===== src/rtl/core/gal_pkg.sv =====
`default_nettype none
// ----------------------------------------------------------------------------
// gal_pkg
// Types and constants shared by the glyph atlas text layout block: character
// codes, atlas geometry, the glyph width table and the decoded glyph record.
// ----------------------------------------------------------------------------
package gal_pkg;

   localparam int CHAR_BITS     = 8;
   localparam int START_BITS    = 16;
   localparam int ATLAS_POS_BITS = 7;
   localparam int GLYPH_W_BITS  = 4;
   localparam int CELL_IDX_BITS = 6;
   localparam int GLYPH_COUNT   = 64;
   localparam int SIZE_BITS     = 8;
   localparam int LINE_STEP_BITS = 9;
   localparam int DROP_BITS     = 6;

   localparam logic [CHAR_BITS-1:0] CHAR_NEWLINE = 8'd10;
   localparam logic [CHAR_BITS-1:0] CHAR_SPACE   = 8'd32;
   localparam logic [CHAR_BITS-1:0] CHAR_BANG    = 8'd33;
   localparam logic [CHAR_BITS-1:0] CHAR_DOT     = 8'd46;
   localparam logic [CHAR_BITS-1:0] CHAR_ZERO    = 8'd48;
   localparam logic [CHAR_BITS-1:0] CHAR_ONE     = 8'd49;
   localparam logic [CHAR_BITS-1:0] CHAR_NINE    = 8'd57;
   localparam logic [CHAR_BITS-1:0] CHAR_UP_A    = 8'd65;
   localparam logic [CHAR_BITS-1:0] CHAR_UP_Z    = 8'd90;
   localparam logic [CHAR_BITS-1:0] CHAR_LO_A    = 8'd97;
   localparam logic [CHAR_BITS-1:0] CHAR_LO_G    = 8'd103;
   localparam logic [CHAR_BITS-1:0] CHAR_LO_J    = 8'd106;
   localparam logic [CHAR_BITS-1:0] CHAR_LO_P    = 8'd112;
   localparam logic [CHAR_BITS-1:0] CHAR_LO_Q    = 8'd113;
   localparam logic [CHAR_BITS-1:0] CHAR_LO_Y    = 8'd121;
   localparam logic [CHAR_BITS-1:0] CHAR_LO_Z    = 8'd122;

   // Atlas cell index of the first entry of each character run.
   localparam logic [CELL_IDX_BITS-1:0] CELL_UPPER = 6'd0;
   localparam logic [CELL_IDX_BITS-1:0] CELL_DIGIT = 6'd26;
   localparam logic [CELL_IDX_BITS-1:0] CELL_ZERO  = 6'd35;
   localparam logic [CELL_IDX_BITS-1:0] CELL_BANG  = 6'd36;
   localparam logic [CELL_IDX_BITS-1:0] CELL_DOT   = 6'd37;
   localparam logic [CELL_IDX_BITS-1:0] CELL_LOWER = 6'd38;

   localparam logic [ATLAS_POS_BITS-1:0] SPACE_SRC_X = 7'd85;
   localparam logic [ATLAS_POS_BITS-1:0] SPACE_SRC_Y = 7'd64;
   localparam logic [GLYPH_W_BITS-1:0]   SPACE_W     = 4'd7;

   localparam logic [GLYPH_W_BITS-1:0] GLYPH_WIDTH [GLYPH_COUNT] = '{
      4'd15, 4'd15, 4'd15, 4'd15, 4'd15, 4'd15, 4'd15, 4'd15,
      4'd8,  4'd14, 4'd14, 4'd14, 4'd15, 4'd15, 4'd15, 4'd15,
      4'd15, 4'd15, 4'd15, 4'd14, 4'd14, 4'd15, 4'd15, 4'd13,
      4'd14, 4'd15, 4'd9,  4'd13, 4'd13, 4'd12, 4'd13, 4'd13,
      4'd12, 4'd13, 4'd13, 4'd13, 4'd6,  4'd6,  4'd12, 4'd12,
      4'd11, 4'd12, 4'd12, 4'd10, 4'd11, 4'd12, 4'd6,  4'd10,
      4'd11, 4'd6,  4'd14, 4'd11, 4'd12, 4'd12, 4'd12, 4'd11,
      4'd11, 4'd9,  4'd11, 4'd11, 4'd15, 4'd11, 4'd12, 4'd11
   };

   typedef enum logic [1:0] {
      DROP_NONE,
      DROP_FOUR,
      DROP_THREE
   } drop_kind_type;

   typedef struct packed {
      logic                      known;
      logic [ATLAS_POS_BITS-1:0] src_x;
      logic [ATLAS_POS_BITS-1:0] src_y;
      logic [GLYPH_W_BITS-1:0]   src_w;
      drop_kind_type             drop;
   } glyph_info_type;

endpackage : gal_pkg
`default_nettype wire


===== src/rtl/core/gal_req_if.sv =====
`default_nettype none
// ----------------------------------------------------------------------------
// gal_req_if
// Character request channel: valid/ready handshake with the character code
// and the optional text start position.
// ----------------------------------------------------------------------------
interface gal_req_if
   import gal_pkg::*;
();
   logic                         valid;
   logic                         ready;
   logic [CHAR_BITS-1:0]         char_code;
   logic                         first_of_text;
   logic signed [START_BITS-1:0] start_x;
   logic signed [START_BITS-1:0] start_y;

   modport source (output valid, output char_code, output first_of_text,
                   output start_x, output start_y, input ready);
   modport sink   (input valid, input char_code, input first_of_text,
                   input start_x, input start_y, output ready);
endinterface : gal_req_if
`default_nettype wire


===== src/rtl/core/gal_rsp_if.sv =====
`default_nettype none
// ----------------------------------------------------------------------------
// gal_rsp_if
// Glyph placement response channel: valid/ready handshake with the atlas
// source rectangle and the destination rectangle.
// ----------------------------------------------------------------------------
interface gal_rsp_if
   import gal_pkg::*;
#(
   parameter int COORD_BITS = 16
) ();
   logic                         valid;
   logic                         ready;
   logic [ATLAS_POS_BITS-1:0]    src_x;
   logic [ATLAS_POS_BITS-1:0]    src_y;
   logic [GLYPH_W_BITS-1:0]      src_w;
   logic signed [COORD_BITS-1:0] dst_x;
   logic signed [COORD_BITS-1:0] dst_y;
   logic [SIZE_BITS-1:0]         dst_w;
   logic [SIZE_BITS-1:0]         dst_h;

   modport source (output valid, output src_x, output src_y, output src_w,
                   output dst_x, output dst_y, output dst_w, output dst_h,
                   input ready);
   modport sink   (input valid, input src_x, input src_y, input src_w,
                   input dst_x, input dst_y, input dst_w, input dst_h,
                   output ready);
endinterface : gal_rsp_if
`default_nettype wire


===== src/rtl/core/gal_glyph_decode.sv =====
`default_nettype none
// ----------------------------------------------------------------------------
// gal_glyph_decode
// Maps a character code to its atlas cell, atlas width and descender class.
// Codes without a glyph come back with known cleared.
// ----------------------------------------------------------------------------
module gal_glyph_decode
   import gal_pkg::*;
(
   input  wire logic [CHAR_BITS-1:0] char_code,
   output glyph_info_type            glyph
);

   logic                     in_cell;
   logic [CELL_IDX_BITS-1:0] cell_idx;

   always_comb begin
      in_cell  = 1'b1;
      cell_idx = '0;
      if (char_code >= CHAR_UP_A && char_code <= CHAR_UP_Z) begin
         cell_idx = CELL_UPPER + CELL_IDX_BITS'(char_code - CHAR_UP_A);
      end else if (char_code >= CHAR_ONE && char_code <= CHAR_NINE) begin
         cell_idx = CELL_DIGIT + CELL_IDX_BITS'(char_code - CHAR_ONE);
      end else if (char_code >= CHAR_LO_A && char_code <= CHAR_LO_Z) begin
         cell_idx = CELL_LOWER + CELL_IDX_BITS'(char_code - CHAR_LO_A);
      end else if (char_code == CHAR_ZERO) begin
         cell_idx = CELL_ZERO;
      end else if (char_code == CHAR_BANG) begin
         cell_idx = CELL_BANG;
      end else if (char_code == CHAR_DOT) begin
         cell_idx = CELL_DOT;
      end else begin
         in_cell = 1'b0;
      end
   end

   always_comb begin
      glyph.known = in_cell;
      // Eight cells of sixteen pixels per atlas row.
      glyph.src_x = {cell_idx[2:0], 4'b0000};
      glyph.src_y = {cell_idx[5:3], 4'b0000};
      glyph.src_w = GLYPH_WIDTH[cell_idx];
      if (char_code == CHAR_SPACE) begin
         glyph.known = 1'b1;
         glyph.src_x = SPACE_SRC_X;
         glyph.src_y = SPACE_SRC_Y;
         glyph.src_w = SPACE_W;
      end else if (!in_cell) begin
         glyph.src_x = '0;
         glyph.src_y = '0;
         glyph.src_w = '0;
      end
      case (char_code)
         CHAR_LO_P, CHAR_LO_Q, CHAR_LO_Y, CHAR_LO_G: glyph.drop = DROP_FOUR;
         CHAR_LO_J:                                  glyph.drop = DROP_THREE;
         default:                                    glyph.drop = DROP_NONE;
      endcase
   end

endmodule : gal_glyph_decode
`default_nettype wire


===== src/rtl/core/glyph_atlas_text_layout_top.sv =====
`default_nettype none
// ----------------------------------------------------------------------------
// glyph_atlas_text_layout_top
// Places a stream of characters: keeps the pen and line start, looks each
// glyph up in the atlas and emits its source and scaled destination rectangles.
// ----------------------------------------------------------------------------
//   Channel  Direction  Handshake          Carries
//   req_if   in         valid/ready        char_code, first_of_text, start_x/y
//   rsp_if   out        valid/ready        src_x/y/w, dst_x/y/w/h
//   csr      in         csr_we, no wait    scale, Q4.SCALE_FRAC_BITS
//
// One request per cycle is taken while req_if.ready is high. A request waits
// in the input register, where the glyph lookup, the width-by-scale and
// constant-by-scale multiplies and the pen add run, and the result is then
// registered in the output register. Reset clears the pen, the line start and
// the valid flags and loads a scale of one. A stalled response holds the input
// register, and req_if.ready drops only while both registers are full and rsp_if
// is stalled. Characters without a glyph, and newline, give no response.
// ----------------------------------------------------------------------------
module glyph_atlas_text_layout_top
   import gal_pkg::*;
#(
   parameter int COORD_BITS      = 16,
   parameter int SCALE_FRAC_BITS = 8
) (
   input  wire logic                         clock,
   input  wire logic                         reset,
   gal_req_if.sink                           req_if,
   gal_rsp_if.source                         rsp_if,
   input  wire logic                         csr_we,
   input  wire logic [SCALE_FRAC_BITS+3:0]   csr_wdata
);

   localparam int SCALE_BITS = SCALE_FRAC_BITS + 4;
   // Working width: holds a start position or a pen plus one increment.
   localparam int WB = ((COORD_BITS > START_BITS) ? COORD_BITS : START_BITS) + 2;
   localparam logic signed [WB-1:0] COORD_MAX =
      WB'((64'sd1 <<< (COORD_BITS - 1)) - 64'sd1);
   localparam logic signed [WB-1:0] COORD_MIN = -COORD_MAX - WB'(1);
   localparam int PROD_BITS = SCALE_BITS + 5;

   function automatic logic signed [WB-1:0] coord_sat(input logic signed [WB-1:0] v);
      logic signed [WB-1:0] r;
      r = v;
      if (v > COORD_MAX) begin
         r = COORD_MAX;
      end else if (v < COORD_MIN) begin
         r = COORD_MIN;
      end
      return r;
   endfunction

   // Scale register
   logic [SCALE_BITS-1:0] scale_ff, scale_in;

   always_comb begin
      scale_in = csr_we ? csr_wdata : scale_ff;
   end

   always_ff @(posedge clock) begin
      if (reset) begin
         scale_ff <= SCALE_BITS'(1) << SCALE_FRAC_BITS;
      end else begin
         scale_ff <= scale_in;
      end
   end

   // Input register
   logic                         s1_valid_ff, s1_valid_in;
   logic [CHAR_BITS-1:0]         s1_char_ff, s1_char_in;
   logic                         s1_first_ff, s1_first_in;
   logic signed [START_BITS-1:0] s1_start_x_ff, s1_start_x_in;
   logic signed [START_BITS-1:0] s1_start_y_ff, s1_start_y_in;

   logic out_free;
   logic s1_fire;
   logic req_take;

   assign out_free        = !rsp_if.valid || rsp_if.ready;
   assign s1_fire         = s1_valid_ff && out_free;
   assign req_if.ready    = !s1_valid_ff || out_free;
   assign req_take        = req_if.valid && req_if.ready;

   always_comb begin
      s1_valid_in   = s1_valid_ff;
      s1_char_in    = s1_char_ff;
      s1_first_in   = s1_first_ff;
      s1_start_x_in = s1_start_x_ff;
      s1_start_y_in = s1_start_y_ff;
      if (req_take) begin
         s1_valid_in   = 1'b1;
         s1_char_in    = req_if.char_code;
         s1_first_in   = req_if.first_of_text;
         s1_start_x_in = req_if.start_x;
         s1_start_y_in = req_if.start_y;
      end else if (s1_fire) begin
         s1_valid_in = 1'b0;
      end
   end

   always_ff @(posedge clock) begin
      if (reset) begin
         s1_valid_ff <= 1'b0;
      end else begin
         s1_valid_ff <= s1_valid_in;
      end
      s1_char_ff    <= s1_char_in;
      s1_first_ff   <= s1_first_in;
      s1_start_x_ff <= s1_start_x_in;
      s1_start_y_ff <= s1_start_y_in;
   end

   // Glyph lookup
   glyph_info_type glyph;

   gal_glyph_decode u_decode (
      .char_code (s1_char_ff),
      .glyph     (glyph)
   );

   // Scaled sizes: n scaled is floor(n * scale / 2^SCALE_FRAC_BITS).
   logic [PROD_BITS-1:0]      w_prod, h_prod, line_prod, d4_prod, d3_prod;
   logic [SIZE_BITS-1:0]      w_scaled, h_scaled;
   logic [LINE_STEP_BITS-1:0] line_step;
   logic [DROP_BITS-1:0]      drop_scaled;

   always_comb begin
      w_prod    = PROD_BITS'(glyph.src_w) * PROD_BITS'(scale_ff);
      h_prod    = PROD_BITS'(scale_ff) * PROD_BITS'(15);
      line_prod = PROD_BITS'(scale_ff) * PROD_BITS'(20);
      d4_prod   = PROD_BITS'(scale_ff) << 2;
      d3_prod   = PROD_BITS'(scale_ff) * PROD_BITS'(3);
      w_scaled  = w_prod[SCALE_FRAC_BITS+SIZE_BITS-1:SCALE_FRAC_BITS];
      h_scaled  = h_prod[SCALE_FRAC_BITS+SIZE_BITS-1:SCALE_FRAC_BITS];
      line_step = line_prod[SCALE_FRAC_BITS+LINE_STEP_BITS-1:SCALE_FRAC_BITS];
      case (glyph.drop)
         DROP_FOUR:  drop_scaled = d4_prod[SCALE_FRAC_BITS+DROP_BITS-1:SCALE_FRAC_BITS];
         DROP_THREE: drop_scaled = d3_prod[SCALE_FRAC_BITS+DROP_BITS-1:SCALE_FRAC_BITS];
         default:    drop_scaled = '0;
      endcase
   end

   // Pen state
   logic signed [COORD_BITS-1:0] pen_x_ff, pen_x_in;
   logic signed [COORD_BITS-1:0] pen_y_ff, pen_y_in;
   logic signed [COORD_BITS-1:0] line_x_ff, line_x_in;

   logic signed [WB-1:0] base_x, base_y, base_line;
   logic signed [WB-1:0] adv_x, down_y, drop_y;
   logic                 is_newline;
   logic                 emit;

   always_comb begin
      // A first character reloads the pen before it is handled.
      if (s1_first_ff) begin
         base_x = coord_sat(WB'(s1_start_x_ff));
         base_y = coord_sat(WB'(s1_start_y_ff));
      end else begin
         base_x = WB'(pen_x_ff);
         base_y = WB'(pen_y_ff);
      end
      base_line  = s1_first_ff ? base_x : WB'(line_x_ff);
      adv_x      = coord_sat(base_x + signed'(WB'(w_scaled)));
      down_y     = coord_sat(base_y + signed'(WB'(line_step)));
      drop_y     = coord_sat(base_y + signed'(WB'(drop_scaled)));
      is_newline = (s1_char_ff == CHAR_NEWLINE);
      emit       = glyph.known && !is_newline;
   end

   always_comb begin
      pen_x_in  = pen_x_ff;
      pen_y_in  = pen_y_ff;
      line_x_in = line_x_ff;
      if (s1_fire) begin
         pen_x_in  = COORD_BITS'(base_x);
         pen_y_in  = COORD_BITS'(base_y);
         line_x_in = COORD_BITS'(base_line);
         if (is_newline) begin
            pen_x_in = COORD_BITS'(base_line);
            pen_y_in = COORD_BITS'(down_y);
         end else if (emit) begin
            pen_x_in = COORD_BITS'(adv_x);
         end
      end
   end

   always_ff @(posedge clock) begin
      if (reset) begin
         pen_x_ff  <= '0;
         pen_y_ff  <= '0;
         line_x_ff <= '0;
      end else begin
         pen_x_ff  <= pen_x_in;
         pen_y_ff  <= pen_y_in;
         line_x_ff <= line_x_in;
      end
   end

   // Output register
   logic                         rsp_valid_ff, rsp_valid_in;
   logic [ATLAS_POS_BITS-1:0]    rsp_src_x_ff, rsp_src_x_in;
   logic [ATLAS_POS_BITS-1:0]    rsp_src_y_ff, rsp_src_y_in;
   logic [GLYPH_W_BITS-1:0]      rsp_src_w_ff, rsp_src_w_in;
   logic signed [COORD_BITS-1:0] rsp_dst_x_ff, rsp_dst_x_in;
   logic signed [COORD_BITS-1:0] rsp_dst_y_ff, rsp_dst_y_in;
   logic [SIZE_BITS-1:0]         rsp_dst_w_ff, rsp_dst_w_in;
   logic [SIZE_BITS-1:0]         rsp_dst_h_ff, rsp_dst_h_in;

   always_comb begin
      rsp_valid_in = rsp_valid_ff && !rsp_if.ready;
      rsp_src_x_in = rsp_src_x_ff;
      rsp_src_y_in = rsp_src_y_ff;
      rsp_src_w_in = rsp_src_w_ff;
      rsp_dst_x_in = rsp_dst_x_ff;
      rsp_dst_y_in = rsp_dst_y_ff;
      rsp_dst_w_in = rsp_dst_w_ff;
      rsp_dst_h_in = rsp_dst_h_ff;
      if (s1_fire && emit) begin
         rsp_valid_in = 1'b1;
         rsp_src_x_in = glyph.src_x;
         rsp_src_y_in = glyph.src_y;
         rsp_src_w_in = glyph.src_w;
         rsp_dst_x_in = COORD_BITS'(base_x);
         rsp_dst_y_in = COORD_BITS'(drop_y);
         rsp_dst_w_in = w_scaled;
         rsp_dst_h_in = h_scaled;
      end
   end

   always_ff @(posedge clock) begin
      if (reset) begin
         rsp_valid_ff <= 1'b0;
      end else begin
         rsp_valid_ff <= rsp_valid_in;
      end
      rsp_src_x_ff <= rsp_src_x_in;
      rsp_src_y_ff <= rsp_src_y_in;
      rsp_src_w_ff <= rsp_src_w_in;
      rsp_dst_x_ff <= rsp_dst_x_in;
      rsp_dst_y_ff <= rsp_dst_y_in;
      rsp_dst_w_ff <= rsp_dst_w_in;
      rsp_dst_h_ff <= rsp_dst_h_in;
   end

   assign rsp_if.valid = rsp_valid_ff;
   assign rsp_if.src_x = rsp_src_x_ff;
   assign rsp_if.src_y = rsp_src_y_ff;
   assign rsp_if.src_w = rsp_src_w_ff;
   assign rsp_if.dst_x = rsp_dst_x_ff;
   assign rsp_if.dst_y = rsp_dst_y_ff;
   assign rsp_if.dst_w = rsp_dst_w_ff;
   assign rsp_if.dst_h = rsp_dst_h_ff;

endmodule : glyph_atlas_text_layout_top
`default_nettype wire


===== src/flat_wrapper.sv =====
// flat-port wrapper written by rule: the top's interface ports become plain ports
module glyph_atlas_text_layout_top_flat import gal_pkg::*;
#(
   parameter int COORD_BITS      = 16,
   parameter int SCALE_FRAC_BITS = 8
)
  (clock, reset, csr_we, csr_wdata, req_if_valid, req_if_char_code, req_if_first_of_text, req_if_start_x, req_if_start_y, req_if_ready, rsp_if_valid, rsp_if_src_x, rsp_if_src_y, rsp_if_src_w, rsp_if_dst_x, rsp_if_dst_y, rsp_if_dst_w, rsp_if_dst_h, rsp_if_ready);
  gal_req_if req_if_i ();
  gal_rsp_if #(.COORD_BITS(COORD_BITS)) rsp_if_i ();
  input  wire logic clock;
  input  wire logic reset;
  input  wire logic csr_we;
  input  wire logic [SCALE_FRAC_BITS+3:0] csr_wdata;
  input wire logic [$bits(req_if_i.valid)-1:0] req_if_valid;
  input wire logic [$bits(req_if_i.char_code)-1:0] req_if_char_code;
  input wire logic [$bits(req_if_i.first_of_text)-1:0] req_if_first_of_text;
  input wire logic [$bits(req_if_i.start_x)-1:0] req_if_start_x;
  input wire logic [$bits(req_if_i.start_y)-1:0] req_if_start_y;
  output wire logic [$bits(req_if_i.ready)-1:0] req_if_ready;
  output wire logic [$bits(rsp_if_i.valid)-1:0] rsp_if_valid;
  output wire logic [$bits(rsp_if_i.src_x)-1:0] rsp_if_src_x;
  output wire logic [$bits(rsp_if_i.src_y)-1:0] rsp_if_src_y;
  output wire logic [$bits(rsp_if_i.src_w)-1:0] rsp_if_src_w;
  output wire logic [$bits(rsp_if_i.dst_x)-1:0] rsp_if_dst_x;
  output wire logic [$bits(rsp_if_i.dst_y)-1:0] rsp_if_dst_y;
  output wire logic [$bits(rsp_if_i.dst_w)-1:0] rsp_if_dst_w;
  output wire logic [$bits(rsp_if_i.dst_h)-1:0] rsp_if_dst_h;
  input wire logic [$bits(rsp_if_i.ready)-1:0] rsp_if_ready;
  assign req_if_i.valid = req_if_valid;
  assign req_if_i.char_code = req_if_char_code;
  assign req_if_i.first_of_text = req_if_first_of_text;
  assign req_if_i.start_x = req_if_start_x;
  assign req_if_i.start_y = req_if_start_y;
  assign req_if_ready = req_if_i.ready;
  assign rsp_if_valid = rsp_if_i.valid;
  assign rsp_if_src_x = rsp_if_i.src_x;
  assign rsp_if_src_y = rsp_if_i.src_y;
  assign rsp_if_src_w = rsp_if_i.src_w;
  assign rsp_if_dst_x = rsp_if_i.dst_x;
  assign rsp_if_dst_y = rsp_if_i.dst_y;
  assign rsp_if_dst_w = rsp_if_i.dst_w;
  assign rsp_if_dst_h = rsp_if_i.dst_h;
  assign rsp_if_i.ready = rsp_if_ready;
  glyph_atlas_text_layout_top #(.COORD_BITS(COORD_BITS), .SCALE_FRAC_BITS(SCALE_FRAC_BITS)) u_core (.clock(clock), .reset(reset), .req_if(req_if_i), .rsp_if(rsp_if_i), .csr_we(csr_we), .csr_wdata(csr_wdata));
endmodule

===== config.mk =====
export PLATFORM = sky130hd
export DESIGN_NAME = glyph_atlas_text_layout_top_flat
export DESIGN_NICKNAME = d
export VERILOG_FILES = /design/src/rtl/core/gal_pkg.sv /design/src/rtl/core/gal_req_if.sv /design/src/rtl/core/gal_rsp_if.sv /design/src/rtl/core/gal_glyph_decode.sv /design/src/rtl/core/glyph_atlas_text_layout_top.sv /design/src/flat_wrapper.sv
export SDC_FILE = /design/constraint.sdc
export NUM_CORES = 1
export LEC_CHECK = 0
export BUFFER_PORTS_ARGS = -buffer_cell sky130_fd_sc_hd__buf_2
export CORE_AREA = 2 2 238 146
export CTS_CLUSTER_DIAMETER = 40
export CTS_CLUSTER_SIZE = 10
export DETAILED_ROUTE_END_ITERATION = 10
export DIE_AREA = 0 0 240 148
export GPL_ROUTABILITY_DRIVEN = 0
export PLACE_DENSITY = 0.62
export SYNTH_ARGS = -nofsm -noshare
export SYNTH_HDL_FRONTEND = slang
export SYNTH_SLANG_ARGS = --single-unit

===== constraint.sdc =====
create_clock -name clock -period 10.7 [get_ports clock]
set_input_delay 0 -clock clock [delete_from_list [all_inputs] [get_ports clock]]
set_output_delay 0 -clock clock [all_outputs]
set_load 0.01 [all_outputs]

[Word-level counts from Yosys, hierarchy flattened]
Memory sizes are Yosys's and may differ from the RTL's.
Cells that the tools add are included.
Word-level totals
  bits in read-only memories: 256
  flip-flop bits (word level): 169
  memories: 1
  word-level logic and storage cells: 117
  output and inout bits: 68
  input bits: 58
Operators by class
  bitwise logic cells: 2
  equal/unequal tests: 12
  order comparisons: 17
  $add $sub $neg: 8
  muxes and demuxes: 37
  reductions and logical operators: 17
  multipliers: 4
Memory list
  (no name shown): depth 64, bits a word 4, rd ports 1, clocked after Yosys merged registers in 0, write ports 0, line gal_glyph_decode.sv:42  | glyph.src_w = GLYPH_WIDTH[cell_idx];
Operators by type and width (number)
  2-to-1 mux 16 bit: 9
  2-to-1 mux 18 bit: 7
  > comparator 18 x 16 -> 1 bit, second input constant: 3
  < comparator 18 x 16 -> 1 bit, second input constant: 3
  == test 8 x 7 -> 1 bit, second input constant: 5
  2-to-1 mux 6 bit: 6
  == test 8 x 6 -> 1 bit, second input constant: 4
  > comparator 16 bit, second input constant: 2
  < comparator 16 bit, second input constant: 2
  adder 18 x 10 -> 18 bit: 1
  adder 18 x 7 -> 18 bit: 1
  adder 18 x 9 -> 18 bit: 1
  >= comparator 8 x 7 -> 1 bit, second input constant: 2
  less-or-equal comparator 8 x 7 -> 1 bit, second input constant: 2
  multiplier 12 x 4 -> 16 bit, second input constant: 1
  multiplier 4 x 12 -> 16 bit: 1
  multiplier 12 x 3 -> 15 bit, second input constant: 1
  multiplier 12 x 2 -> 14 bit, second input constant: 1
  2-to-1 mux 4 bit: 3
  one-hot mux 6 bit (2 select lines): 1
  subtractor 6 bit, second input constant: 2
  2-to-1 mux 1 bit: 10
  == test 8 x 4 -> 1 bit, second input constant: 1
  >= comparator 8 x 6 -> 1 bit, second input constant: 1
  16 further kinds: 27

[Depth between registers and ports, before layout]
Gate-level depths: netlist (run 1).
  depth in word-level cells: 20
  gate-level depth with buffers: 44
  gate-level depth less buffers: 43

[Hierarchy]
A second synthesis (run 1) with hierarchy kept.
Unflattened totals
  cell total of the unflattened synthesis: 1242
  area, all modules: 12149.2 µm²
Modules (own cells, without submodules)
  glyph_atlas_text_layout_top: cells an instance 1075, instances 1, area each 10945.5 µm², sequential area each 4454.3 µm²
  gal_glyph_decode: cells an instance 167, instances 1, area each 1203.7 µm², sequential area each 0.0 µm²

[Worst setup path after synthesis (run 1)]
OpenSTA, ideal clock, no wires.
  path kind: register to register
  from: register u_core.s1_char_ff[0]
  to: register u_core.pen_x_ff[14]
  arrival time: 8607 ps
  period minus slack after synthesis: 8731 ps
  stages on the path, launching flop included: 42
  buffers on the path: 1
  library setup time: 124 ps
  required time: 10576 ps
  slack: 1969 ps
  cell sequence: edfxtp_1 -> inv_1 -> ha_1 -> buf_4 -> nor4b_1 -> nor2_1 -> a311oi_4 -> a21oi_1 -> a41o_1 -> inv_1 -> ha_1 -> inv_1 -> a31oi_1 -> o22ai_1 -> a22oi_1 -> o211ai_2 -> nor2_1 -> nor2b_1 -> (+6 left out) -> and4_1 -> a211o_1 -> a31o_1 -> a21oi_1 -> nor2b_1 -> and4_4 -> or3_1 -> xor2_1 -> ha_1 -> a21oi_1 -> inv_1 -> a21oi_1 -> nand2_1 -> and2_1 -> a211o_1 -> a21oi_2 -> nor4b_1 -> o31ai_1
On the way
  longest elaborated chain between the ends: 20
  elaborated cells on any way between the ends: 48
  those cells by class: 6 x add/sub; 1 x mul; 8 x order compare; 5 x eq/ne; 21 x mux; 1 x bitwise; 5 x reduce/logical; 1 x memory
RTL lines
  start, declared: line glyph_atlas_text_layout_top.sv:70  | logic [CHAR_BITS-1:0] s1_char_ff, s1_char_in;
  start signal, assigned: line glyph_atlas_text_layout_top.sv:107  | s1_char_ff <= s1_char_in;
  parallel branches: the longest is 12 deep, another holds subtractor 6 bit
  2-to-1 mux 4 bit *: line gal_glyph_decode.sv:43  | if (char_code == CHAR_SPACE) begin
  multiplier 4 x 12 -> 16 bit *: line glyph_atlas_text_layout_top.sv:128  | w_prod = PROD_BITS'(glyph.src_w) * PROD_BITS'(scale_ff);
  net u_core.w_prod[12]: line glyph_atlas_text_layout_top.sv:122  | logic [PROD_BITS-1:0] w_prod, h_prod, line_prod, d4_prod, d3_prod;
  adder 18 x 9 -> 18 bit *: line glyph_atlas_text_layout_top.sv:163  | adv_x = coord_sat(base_x + signed'(WB'(w_scaled)));
  < comparator 18 x 16 -> 1 bit: line glyph_atlas_text_layout_top.sv:47  | end else if (v < COORD_MIN) begin
  2-to-1 mux 16 bit: line glyph_atlas_text_layout_top.sv:47
  2-to-1 mux 16 bit *: line glyph_atlas_text_layout_top.sv:45  | if (v > COORD_MAX) begin
  2-to-1 mux 16 bit *: line glyph_atlas_text_layout_top.sv:181  | end else if (emit) begin
  2-to-1 mux 16 bit *: line glyph_atlas_text_layout_top.sv:178  | if (is_newline) begin
  end signal, assigned: line glyph_atlas_text_layout_top.sv:193  | pen_x_ff <= pen_x_in;
  end, declared: line glyph_atlas_text_layout_top.sv:144  | logic signed [COORD_BITS-1:0] pen_x_ff, pen_x_in;
Mark *: on every way through the listed nets, which the timed path passes. The select of a mux whose other input is x is not followed.
A chain may end at the register's enable or synchronous reset.

[Worst setup path in the final report (run 1)]
Same ends and word-level chain as after synthesis.

==> qor.json, run 1 <==
{
  "regToRegSetupSlack_ns": 0.78,
  "placement_rows": 52,
  "pin_slew_with_the_least_headroom_to_its_limit_ns": 1.14,
  "min_to": "u_core.scale_ff[10]",
  "slew_headroom_pct": 23.7,
  "first_global_vias": 8957,
  "grt_antenna_before_repair": 1,
  "hold_violations": 0,
  "vdd_ir_drop_max_mv": 0.118,
  "floorplan.die.width_um": 240,
  "m1WireLength_mm": 15.9,
  "port-buffer-count": 119,
  "finalPower_mw": 1.70,
  "timing_worst_setup_path_type": "reg -> reg",
  "totalNegativeSetupSlack_ns": 0,
  "top_level_ports": 126,
  "antenna_left": 0,
  "drt_iter0_drc": 805,
  "synth_sequential_area_ratio_pct": 36.8,
  "critical_path_max_stage_delay_ns": 0.65,
  "post_cts_setup_buffer_count": 0,
  "ys.flop_type": "sky130_fd_sc_hd__edfxtp_1",
  "critical_path.endpoint_type": "flop",
  "multi_input_area_sq_um": 6710,
  "hold_path_depth": 3,
  "synth.top_cell.area_share_pct": 26.1,
  "detailedPlacementHpwl_mm": 22.4,
  "ys_async_sr_fraction_pct": 0,
  "final.setup.worst_slack_ns": 0.776,
  "route.met2.wl_mm": 12.4,
  "grt_pass1_wl_mm": 48.6,
  "routedWlPerCell_um": 16.8,
  "maximum_number_of_pins_on_one_net_before_global_route_repair": 64,
  "result_of_the_run": "finished clean",
  "setup_viol": 0,
  "wirelength_mm": 30.5,
  "min_from": "csr_we",
  "synth_cells": 1188,
  "detailroute.wirelength.met3_mm": 1.77,
  "grt_overall_usage_pct": 17.7,
  "top_post_synthesis_cells_by_area": "sky130_fd_sc_hd__edfxtp_1 26%, sky130_fd_sc_hd__dfxtp_1 11%, sky130_fd_sc_hd__ha_1 11%, sky130_fd_sc_hd__fa_1 7.3%, sky130_fd_sc_hd__a21oi_1 4.1%",
  "clk_path_buf_depth": 2,
  "ff2ff_path_depth": 38,
  "start_kind": "flop",
  "nNetsFinal": 1545,
  "unrepaired_setup_endpoints_after_global_routing": "false",
  "synth_largest_area_cell": "sky130_fd_sc_hd__edfxtp_1",
  "synthToLayoutAreaGrowth_pct": 18.6,
  "cts_inserted_buffers": 17,
  "biggest_fanout_along_the_worst_timing_path": 10,
  "fillers": 3308,
  "floorplan.core_area_sq_um": 33300,
  "ys_top_cells_by_count": "121 x sky130_fd_sc_hd__nand2_1, 100 x sky130_fd_sc_hd__edfxtp_1, 99 x sky130_fd_sc_hd__ha_1, 94 x sky130_fd_sc_hd__a21oi_1, 90 x sky130_fd_sc_hd__inv_1",
  "post_synth_num_cell_types": 84,
  "finalCritPeriodShare_pct": 92.7,
  "dominant_combinational_cell_family_by_area_after_synthesis": "adder cells",
  "crit-reg2reg-launch": "u_core.s1_char_ff[0]",
  "global_route.overflow_total": 0,
  "multiplexer_share_of_the_synthesized_area_pct": 4.63,
  "layout_min_cycle_time_ns": 9.92,
  "number_of_register_bits_inferred_by_synthesis": 162,
  "clk_root_buffer_cell": "sky130_fd_sc_hd__clkbuf_16",
  "maxcap_violations": 0,
  "die_h_um": 148,
  "post-place-cells": 1730,
  "drt-pass1-iter-count": 5,
  "cts.clk_slew.worst_paths_ns": 0.07,
  "fin_worst_skew_ns": 0.0151,
  "drive_gt1_share_pct": 14.8,
  "numClockSinks": 162,
  "timing.final.max_slew_violations": 0,
  "max_freq_mhz": 101,
  "final-seq-area_sq_um": 4240,
  "clk-insertion-delay-late_ns": 0.47,
  "endpoint_of_the_worst_slack_reg_to_reg_timing_path": "u_core.pen_x_ff[14]",
  "worstPathArrival_ns": 10.26,
  "synth-adder-area-share_pct": 18.1,
  "detailedPlace.worstSlack_ns": 0.748,
  "hold_path_class": "in -> reg",
  "post-synth-top-count-cell": "sky130_fd_sc_hd__nand2_1",
  "detail_route.vias_per_cell": 5.12,
  "antennaDiodeCount": 0,
  "final_cells": 1818,
  "synthSimpleGateAreaFrac_pct": 14.9,
  "synth_compound_area_share_pct": 17.1,
  "synth_enable_flop_cells": 100,
  "start_util_pct": 34.6,
  "power_density_nw_per_um2": 124,
  "crit_path_top_delay_cell": "sky130_fd_sc_hd__nor2_1",
  "synth_xor_xnor_area_share_pct": 3.19,
  "final_core_util_pct": 41.0,
  "routed.top_layer": "met5",
  "floorplan.die_area_sq_um": 35500,
  "route.vias.total": 9308,
  "htree_levels": 4,
  "yosysWarnings": 0,
  "synth_area_sq_um": 11500,
  "worst-endpoint-required_ns": 11.04,
  "avgSynthCellArea_sq_um": 9.69,
  "static-leakage-power_nw": 5.87,
  "cts_tree": "done",
  "route.detailed.drc": 0
}
[placed cells by master (no fill, tap or decap), drive strengths merged, types with 7 or more instances in the layout]
cell,synthesis,routed
edfxtp,100,100
o21ai,47,47
dlygate4sd3,0,56
and3,17,17
nor2,87,87
mux2,18,18
xnor2,31,31
nor3,28,28
nand2,121,121
o2111ai,7,7
inv,90,98
ha,99,99
clkbuf,31,19
nand3,15,15
o221ai,8,8
xor2,11,11
and2,16,16
o21a,18,18
mux2i,33,33
a21oi,95,95
dfxtp,62,62
buf,22,131
o21bai,8,8
a311oi,8,8
a211oi,9,9
nor2b,34,34
a21o,24,24
fa,42,42
nand2b,7,7
o31ai,7,7
[layer usage]
metal,vias up,global-route usage [%]
li1,4567,-
met4,2,4.72
met2,258,25.1
met3,30,3.75
met5,-,0
met1,4451,26.9
[state kept, by name (all words and copies together) (netlist names), 4 cells and up]
| signal | count |
|---|---|
| u_core.rsp_if.dst_h | 8 |
| u_core.line_x_ff | 16 |
| u_core.pen_y_ff | 16 |
| u_core.scale_ff | 12 |
| u_core.s1_start_x_ff | 16 |
| u_core.rsp_if.dst_y | 16 |
| u_core.rsp_if.src_w | 4 |
| u_core.s1_char_ff | 8 |
| u_core.rsp_if.src_x | 4 |
| u_core.rsp_if.dst_x | 16 |
| u_core.s1_start_y_ff | 16 |
| u_core.rsp_if.dst_w | 8 |
| u_core.pen_x_ff | 16 |
[kinds of logic after synthesis]
group | after synthesis
flip-flops | 162
XOR/XNOR | 42
multiplexers | 51
AND/OR/NAND/NOR | 358
buffers and inverters | 143
other | 1
adder cells (fa/ha/maj) | 142
AO/OA/AOI/OAI | 289
[critical path: cells and delay by family (launching register included)]
| kind | cells | cell delay (ns) |
|---|---|---|
| AO/OA/AOI/OAI | 16 | 3.60 |
| AND/OR/NAND/NOR | 11 | 2.96 |
| adder cells (fa/ha/maj) | 6 | 2.23 |
| flip-flops | 1 | 0.49 |
| buffers and inverters | 4 | 0.31 |
| XOR/XNOR | 1 | 0.17 |
[repair_timing]
action,4_1_cts,5_1_grt
hold buffers,56,0
endpoints found under the setup margin,0,8
resized for setup,0,1
endpoints found under the hold margin,55,0
[metrics by stage]
stage / cell area [sq um] / hold WS, ns
2_1_floorplan: 11500 / 0.0989
3_3_place_gp: 12500 / 0.178
3_5_place_dp: 12500 / 0.178
4_1_cts: 13700 / 0.00982
5_1_grt: 13700 / 0.0497
6_report: 13700 / 0.0377
[worst max path at each step]
stage	startpoint	end	slack (ns)	depth (start not counted)
after floorplan	u_core.s1_char_ff[0]	u_core.pen_x_ff[14]	1.97	41
after detailed placement	u_core.s1_char_ff[0]	u_core.pen_x_ff[14]	0.75	40
after global placement	u_core.s1_char_ff[0]	u_core.pen_x_ff[14]	1.09	40
final	u_core.s1_char_ff[0]	u_core.pen_x_ff[14]	0.78	38
after CTS	u_core.s1_char_ff[0]	u_core.pen_x_ff[14]	0.71	40
after global routing	u_core.s1_char_ff[0]	u_core.pen_x_ff[9]	0.06	38
[where the power goes]
group | leakage [nW] | internal, mW | switching [mW] | total (mW)
sequential | 1.44 | 0.699 | 0.0279 | 0.727
clock | 0.273 | 0.305 | 0.287 | 0.593
combinational | 4.17 | 0.161 | 0.219 | 0.380
total | 5.87 | 1.17 | 0.535 | 1.70
[area by class of cell]
| type | count | share of cell area (%) |
|---|---|---|
| repair buffers | 187 | 9.12 |
| clock buffers | 19 | 3.17 |
| inverters | 90 | 2.47 |
| multi-input cells | 888 | 49.1 |
| well taps | 459 | 4.20 |
| flip-flops and latches | 162 | 31.1 |
| clock inverters | 13 | 0.843 |
Note: power is estimated with default switching activity, not from simulation.
==> inputs of run 2 (changes only) <==
- ABC_AREA: unset -> 1
- CORE_AREA: 2 2 238 146 -> 2 2 248 152
- DIE_AREA: 0 0 240 148 -> 0 0 250 154
- SYNTH_HIERARCHICAL: unset -> 1
==> qor.json, run 2 <==
{
  "result_of_the_run": "finished clean",
  "start_kind": "flop",
  "post_cts_setup_buffer_count": 0,
  "critical_path_max_stage_delay_ns": 0.52,
  "drt_iter0_drc": 874,
  "regToRegSetupSlack_ns": 2.28,
  "fin_worst_skew_ns": 0.00810,
  "ys_top_cells_by_count": "405 x sky130_fd_sc_hd__nand2_1, 198 x sky130_fd_sc_hd__inv_1, 163 x sky130_fd_sc_hd__nor2_1, 107 x sky130_fd_sc_hd__edfxtp_1, 103 x sky130_fd_sc_hd__a21oi_1",
  "critical_path.endpoint_type": "flop",
  "maximum_number_of_pins_on_one_net_before_global_route_repair": 59,
  "most_frequent_standard_cell_in_the_layout_excluding_fill_and_tap_cells": "sky130_fd_sc_hd__nand2_1",
  "top_level_ports": 126,
  "route.detailed.drc": 0,
  "antennaDiodeCount": 0,
  "power_density_nw_per_um2": 151,
  "multiplexer_share_of_the_synthesized_area_pct": 0,
  "yosysWarnings": 6,
  "dominant_combinational_cell_family_by_area_after_synthesis": "simple AND/OR/NAND/NOR gates",
  "ys.flop_type": "sky130_fd_sc_hd__edfxtp_1",
  "hold_path_class": "in -> reg",
  "floorplan.core_area_sq_um": 36100,
  "cts_repair_resize_count": 0,
  "synth-adder-area-share_pct": 16.8,
  "timing_worst_setup_path_type": "reg -> reg",
  "first_global_vias": 10400,
  "top_post_synthesis_cells_by_area": "sky130_fd_sc_hd__edfxtp_1 26%, sky130_fd_sc_hd__nand2_1 12%, sky130_fd_sc_hd__ha_1 10%, sky130_fd_sc_hd__dfxtp_1 9.9%, sky130_fd_sc_hd__fa_1 6.7%",
  "crit_path_top_delay_cell": "sky130_fd_sc_hd__fa_1",
  "synthSimpleGateAreaFrac_pct": 24.8,
  "synth_area_sq_um": 12600,
  "worstPathArrival_ns": 8.74,
  "finalPower_mw": 2.23,
  "pin_slew_with_the_least_headroom_to_its_limit_ns": 1.03,
  "routedWlPerCell_um": 15.0,
  "placement_rows": 54,
  "max_freq_mhz": 119,
  "number_of_register_bits_inferred_by_synthesis": 169,
  "grt_pass1_wl_mm": 54.9,
  "grt_overall_usage_pct": 17.9,
  "cp_common_cell": "sky130_fd_sc_hd__nand2_1",
  "cts_inserted_buffers": 17,
  "gr-max-usage-layer": "met2",
  "synth_cells": 1586,
  "synth_enable_flop_cells": 107,
  "final_core_util_pct": 41.1,
  "nNetsFinal": 1959,
  "drt-pass1-iter-count": 7,
  "port-buffer-count": 125,
  "synthToLayoutAreaGrowth_pct": 18.0,
  "wirelength_mm": 33.8,
  "clk_path_buf_depth": 2,
  "timing.final.max_slew_violations": 0,
  "ff2ff_path_depth": 53,
  "unrepaired_setup_endpoints_after_global_routing": "false",
  "final.setup.worst_slack_ns": 2.28,
  "post-synth-top-count-cell": "sky130_fd_sc_hd__nand2_1",
  "layout.cells.most_common_list": "405 x sky130_fd_sc_hd__nand2_1, 197 x sky130_fd_sc_hd__inv_1, 162 x sky130_fd_sc_hd__nor2_1",
  "layout_min_cycle_time_ns": 8.42,
  "maxcap_violations": 0,
  "vdd_ir_drop_max_mv": 0.128,
  "synth_xor_xnor_area_share_pct": 3.13,
  "die_h_um": 154,
  "slew_headroom_pct": 31.4,
  "floorplan.die.width_um": 250,
  "hold_violations": 0,
  "cts_tree": "done",
  "grtUsageMet1_pct": 25.7,
  "post_synth_num_cell_types": 52,
  "worst-endpoint-required_ns": 11.01,
  "detail_route.vias_per_cell": 4.85,
  "clk_root_buffer_cell": "sky130_fd_sc_hd__clkbuf_16",
  "finalCritPeriodShare_pct": 78.7,
  "post-place-cells": 2149,
  "drive_gt1_share_pct": 15.5,
  "grt_antenna_before_repair": 0,
  "global_route.overflow_total": 0,
  "hold_path_depth": 3,
  "ys_async_sr_fraction_pct": 0,
  "grt.met2_usage_pct": 27.3,
  "totalNegativeSetupSlack_ns": 0,
  "detailedPlace.worstSlack_ns": 2.44,
  "biggest_fanout_along_the_worst_timing_path": 15,
  "synth.top_cell.area_share_pct": 25.5,
  "final_cells": 2246,
  "antenna_left": 0,
  "htree_levels": 4,
  "cts.clk_slew.worst_paths_ns": 0.08,
  "start_util_pct": 34.9,
  "synth_largest_area_cell": "sky130_fd_sc_hd__edfxtp_1",
  "static-leakage-power_nw": 7.17,
  "setup_viol": 0,
  "synth_compound_area_share_pct": 10.9,
  "clk-insertion-delay-late_ns": 0.46,
  "groute.layer.met3.usage_pct": 3.71,
  "numClockSinks": 169,
  "floorplan.die_area_sq_um": 38500,
  "synth_sequential_area_ratio_pct": 35.4,
  "route.vias.total": 10900,
  "detailedPlacementHpwl_mm": 24.6,
  "avgSynthCellArea_sq_um": 7.93
}
run 2: cell types whose count changed in the layout (fill, tap and decap cells not counted), sizes merged, moves of 17 or more:
cell / delta
nand2: +322
xor2: +19
inv: +129
mux2: -18
o21ai: +32
nand3: +59
o21a: -17
a21o: -17
nor3: -25
and3: -17
mux2i: -33
nor2b: -34
nor2: +91
run 2: worst max-delay path: cells and delay by family, from the launching register on:
kind | cells | cell delay, ns
and+or+nand+nor | 34 | 3.52
adders and majority gates | 7 | 2.53
AOI/OAI and AO/OA | 4 | 0.81
buffers and inverters | 7 | 0.71
DFF | 1 | 0.50
xor gates and xnor gates | 1 | 0.21
run 2: layer usage:
metal,share of wire [%],wire (um)
met5,0,0
met1,49,16600
met3,5.6,1910
met2,43,14600
met4,2.2,748
run 2: logic make-up after synthesis:
| logic type | count (synthesis) |
|---|---|
| xor+xnor | 45 |
| flops | 169 |
| fa+ha+maj | 144 |
| simple gates | 723 |
| buf+inv | 269 |
| other cells | 1 |
| compound gates | 235 |
run 2: path summary, 6_finish.rpt:
kind | from | to
max | u_core/s1_char_ff[0] | u_core/pen_x_ff[0]
min | reset | u_core/rsp_if.valid
max reg2reg | u_core/s1_char_ff[0] | u_core/pen_x_ff[0]
min reg2reg | u_core/line_x_ff[12] | u_core/line_x_ff[12]
run 2: metrics by stage:
step / hold slack [ns] / cell area [sq um]
final: 0.143 / 14800
after global routing: 0.175 / 14800
after CTS: 0.136 / 14800
after detailed placement: 0.178 / 13600
after global placement: 0.177 / 13600
after floorplan: 0.0989 / 12600
run 2: layout make-up:
class / count / area (sq um)
Clock buffer: 17 / 425
Fill cell: 3637 / 21200
Clock inverter: 15 / 174
Tap cell: 476 / 596
Timing Repair Buffer: 197 / 1330
Sequential cell: 169 / 4450
Inverter: 219 / 822
Multi-Input combinational cell: 1153 / 7040
run 2: report_power, final:
group | total [mW] | leakage, nW | switching [mW] | internal (mW)
Sequential | 0.787 | 1.52 | 0.0331 | 0.754
Clock | 0.649 | 0.295 | 0.312 | 0.336
Combinational | 0.799 | 5.35 | 0.503 | 0.296
Total | 2.23 | 7.17 | 0.849 | 1.39
run 2: timing repair:
action,in CTS,in global routing
hold endpoints to repair,55,0
hold buffers,65,0
endpoints found under the setup margin,0,0
==> inputs of run 3 (changes only) <==
- PLACE_DENSITY: 0.62 -> 0.64
- clock period: 10.7 -> 7 ns (I/O delays scaled with it)
==> qor.json, run 3 (synthesized netlist as in run 2, its figures left out) <==
{
  "finalPower_mw": 3.88,
  "numClockSinks": 169,
  "die_h_um": 154,
  "cts.clk_slew.worst_paths_ns": 0.08,
  "layout_min_cycle_time_ns": 7.00,
  "detailedPlace.worstSlack_ns": -0.239,
  "combinationalPowerShare_pct": 43.1,
  "grt_overall_usage_pct": 18.4,
  "placement_rows": 54,
  "drt_iter0_drc": 922,
  "wirelength_mm": 35.8,
  "top_level_ports": 126,
  "critical_path_max_stage_delay_ns": 0.55,
  "intPower_mw": 2.41,
  "biggest_fanout_along_the_worst_timing_path": 6,
  "grt_pass1_wl_mm": 56.5,
  "fin_worst_skew_ns": 0.00935,
  "start_util_pct": 34.9,
  "result_of_the_run": "finished, violations left",
  "antennaDiodeCount": 0,
  "cp_common_cell": "sky130_fd_sc_hd__nand2_1",
  "clk_path_buf_depth": 2,
  "route.vias.total": 11500,
  "critical_path.endpoint_type": "flop",
  "worstPathArrival_ns": 7.32,
  "clk-insertion-delay-late_ns": 0.46,
  "floorplan.die.width_um": 250,
  "hold_violations": 0,
  "antenna_left": 0,
  "htree_levels": 4,
  "grt_antenna_before_repair": 0,
  "drive_gt1_share_pct": 26.9,
  "slew_headroom_pct": 26.6,
  "clock_power_share_pct": 26.1,
  "max_freq_mhz": 143,
  "setup_viol": 1,
  "static-leakage-power_nw": 7.90,
  "nNetsFinal": 2087,
  "clk_root_buffer_cell": "sky130_fd_sc_hd__clkbuf_16",
  "timing.final.max_slew_violations": 0,
  "worst-endpoint-required_ns": 7.32,
  "power_density_nw_per_um2": 236,
  "route.detailed.drc": 0,
  "sequentialPowerShare_pct": 30.9,
  "synthToLayoutAreaGrowth_pct": 30.9,
  "crit_path_top_delay_cell": "sky130_fd_sc_hd__fa_1",
  "cts_inserted_buffers": 17,
  "unrepaired_setup_endpoints_after_global_routing": "true",
  "detailedPlacementHpwl_mm": 25.5,
  "first_global_vias": 11000,
  "cts_tree": "done",
  "timing_worst_setup_path_type": "reg -> reg",
  "detail_route.vias_per_cell": 4.84,
  "most_frequent_standard_cell_in_the_layout_excluding_fill_and_tap_cells": "sky130_fd_sc_hd__nand2_1",
  "vdd_ir_drop_max_mv": 0.183,
  "routedWlPerCell_um": 15.1,
  "swShare_pct": 37.8,
  "layout.cells.most_common_list": "373 x sky130_fd_sc_hd__nand2_1, 181 x sky130_fd_sc_hd__inv_1, 147 x sky130_fd_sc_hd__nor2_1",
  "floorplan.core_area_sq_um": 36100,
  "maximum_number_of_pins_on_one_net_before_global_route_repair": 52,
  "violated_checks": "negative setup slack",
  "power.switching_mw": 1.47,
  "maxcap_violations": 0,
  "port-buffer-count": 125,
  "floorplan.die_area_sq_um": 38500,
  "global_route.overflow_total": 0,
  "pin_slew_with_the_least_headroom_to_its_limit_ns": 1.10,
  "final.setup.worst_slack_ns": -0.000109,
  "drt-pass1-iter-count": 5,
  "hold_path_class": "in -> reg",
  "finalCritPeriodShare_pct": 100,
  "start_kind": "flop"
}
[run 3: cell types whose count changed in the layout (fill, tap and decap cells not counted), sizes merged]
cell	previous run	this run
nand2	443	444
buf	132	258
clkbuf	17	19
clkinv	5	6
inv	227	225
[run 3: routing by layer]
layer / up-vias / GRT usage, % / share of wire, %
li1: 5722 / - / -
met1: 5430 / 26.0 / 49
met2: 308 / 28.9 / 45
met3: 39 / 3.30 / 4.8
met4: 0 / 4.70 / 1.5
met5: - / 0 / 0
[run 3: repair_timing]
action	CTS	global route
pin swaps	30	69
hold endpoints to repair	55	0
endpoints found under the setup margin	16	16
hold buffers	65	0
resized for setup	51	104
gates cloned	1	1
setup buffers	20	16
[run 3: final timing paths]
kind | startpoint | end | slack (ns) | cells after the start
worst max-delay path | u_core/s1_char_ff[0] | u_core/pen_x_ff[6] | -0.0001 | 55
worst min-delay path | reset | u_core/pen_y_ff[15] | 0.15 | 3
worst max register to register | u_core/s1_char_ff[0] | u_core/pen_x_ff[6] | -0.0001 | 55
worst min register to register | u_core/pen_x_ff[15] | u_core/pen_x_ff[15] | 0.47 | 2
[run 3: area by class of cell]
class | instances | area, sq um
clock buffer | 18 | 439
inverter | 219 | 830
timing repair buffer | 324 | 2350
multi-input combinational | 1154 | 7630
clock inverter | 14 | 175
fill | 3458 | 19600
tap | 476 | 596
sequential | 169 | 4450
[run 3: power by group through the flow]
stage / sequential, mW / clock, mW / combinational [mW]
floorplan: 1.23 / 0 / 0.881
CTS: 1.20 / 1.04 / 1.48
detailed placement: 1.22 / 0 / 1.37
global placement: 1.22 / 0 / 1.34
finish: 1.20 / 1.01 / 1.67
global route: 1.21 / 1.08 / 1.85
[run 3: through the flow]
step	cell area (sq um)	setup TNS (ns)	instances	hold slack, ns	utilization (%)
after global placement	14300	-2.27	2239	0.177	39.6
final	16500	-0.000109	2374	0.145	45.7
after detailed placement	14300	-3.23	2239	0.178	39.6
after CTS	15900	0	2357	0.127	44.1
after floorplan	12600	0	1591	0.0989	-
after global routing	16500	-6.58	2374	0.177	45.7
[run 3: worst max-delay path, delay by kind of cell, from the launching register on]
family / cells / cell delay (ns)
AO/OA/AOI/OAI: 6 / 0.74
XOR/XNOR: 1 / 0.16
adder cells (fa/ha/maj): 6 / 1.98
buffers and inverters: 10 / 1.18
flip-flops: 1 / 0.43
AND/OR/NAND/NOR: 32 / 2.34
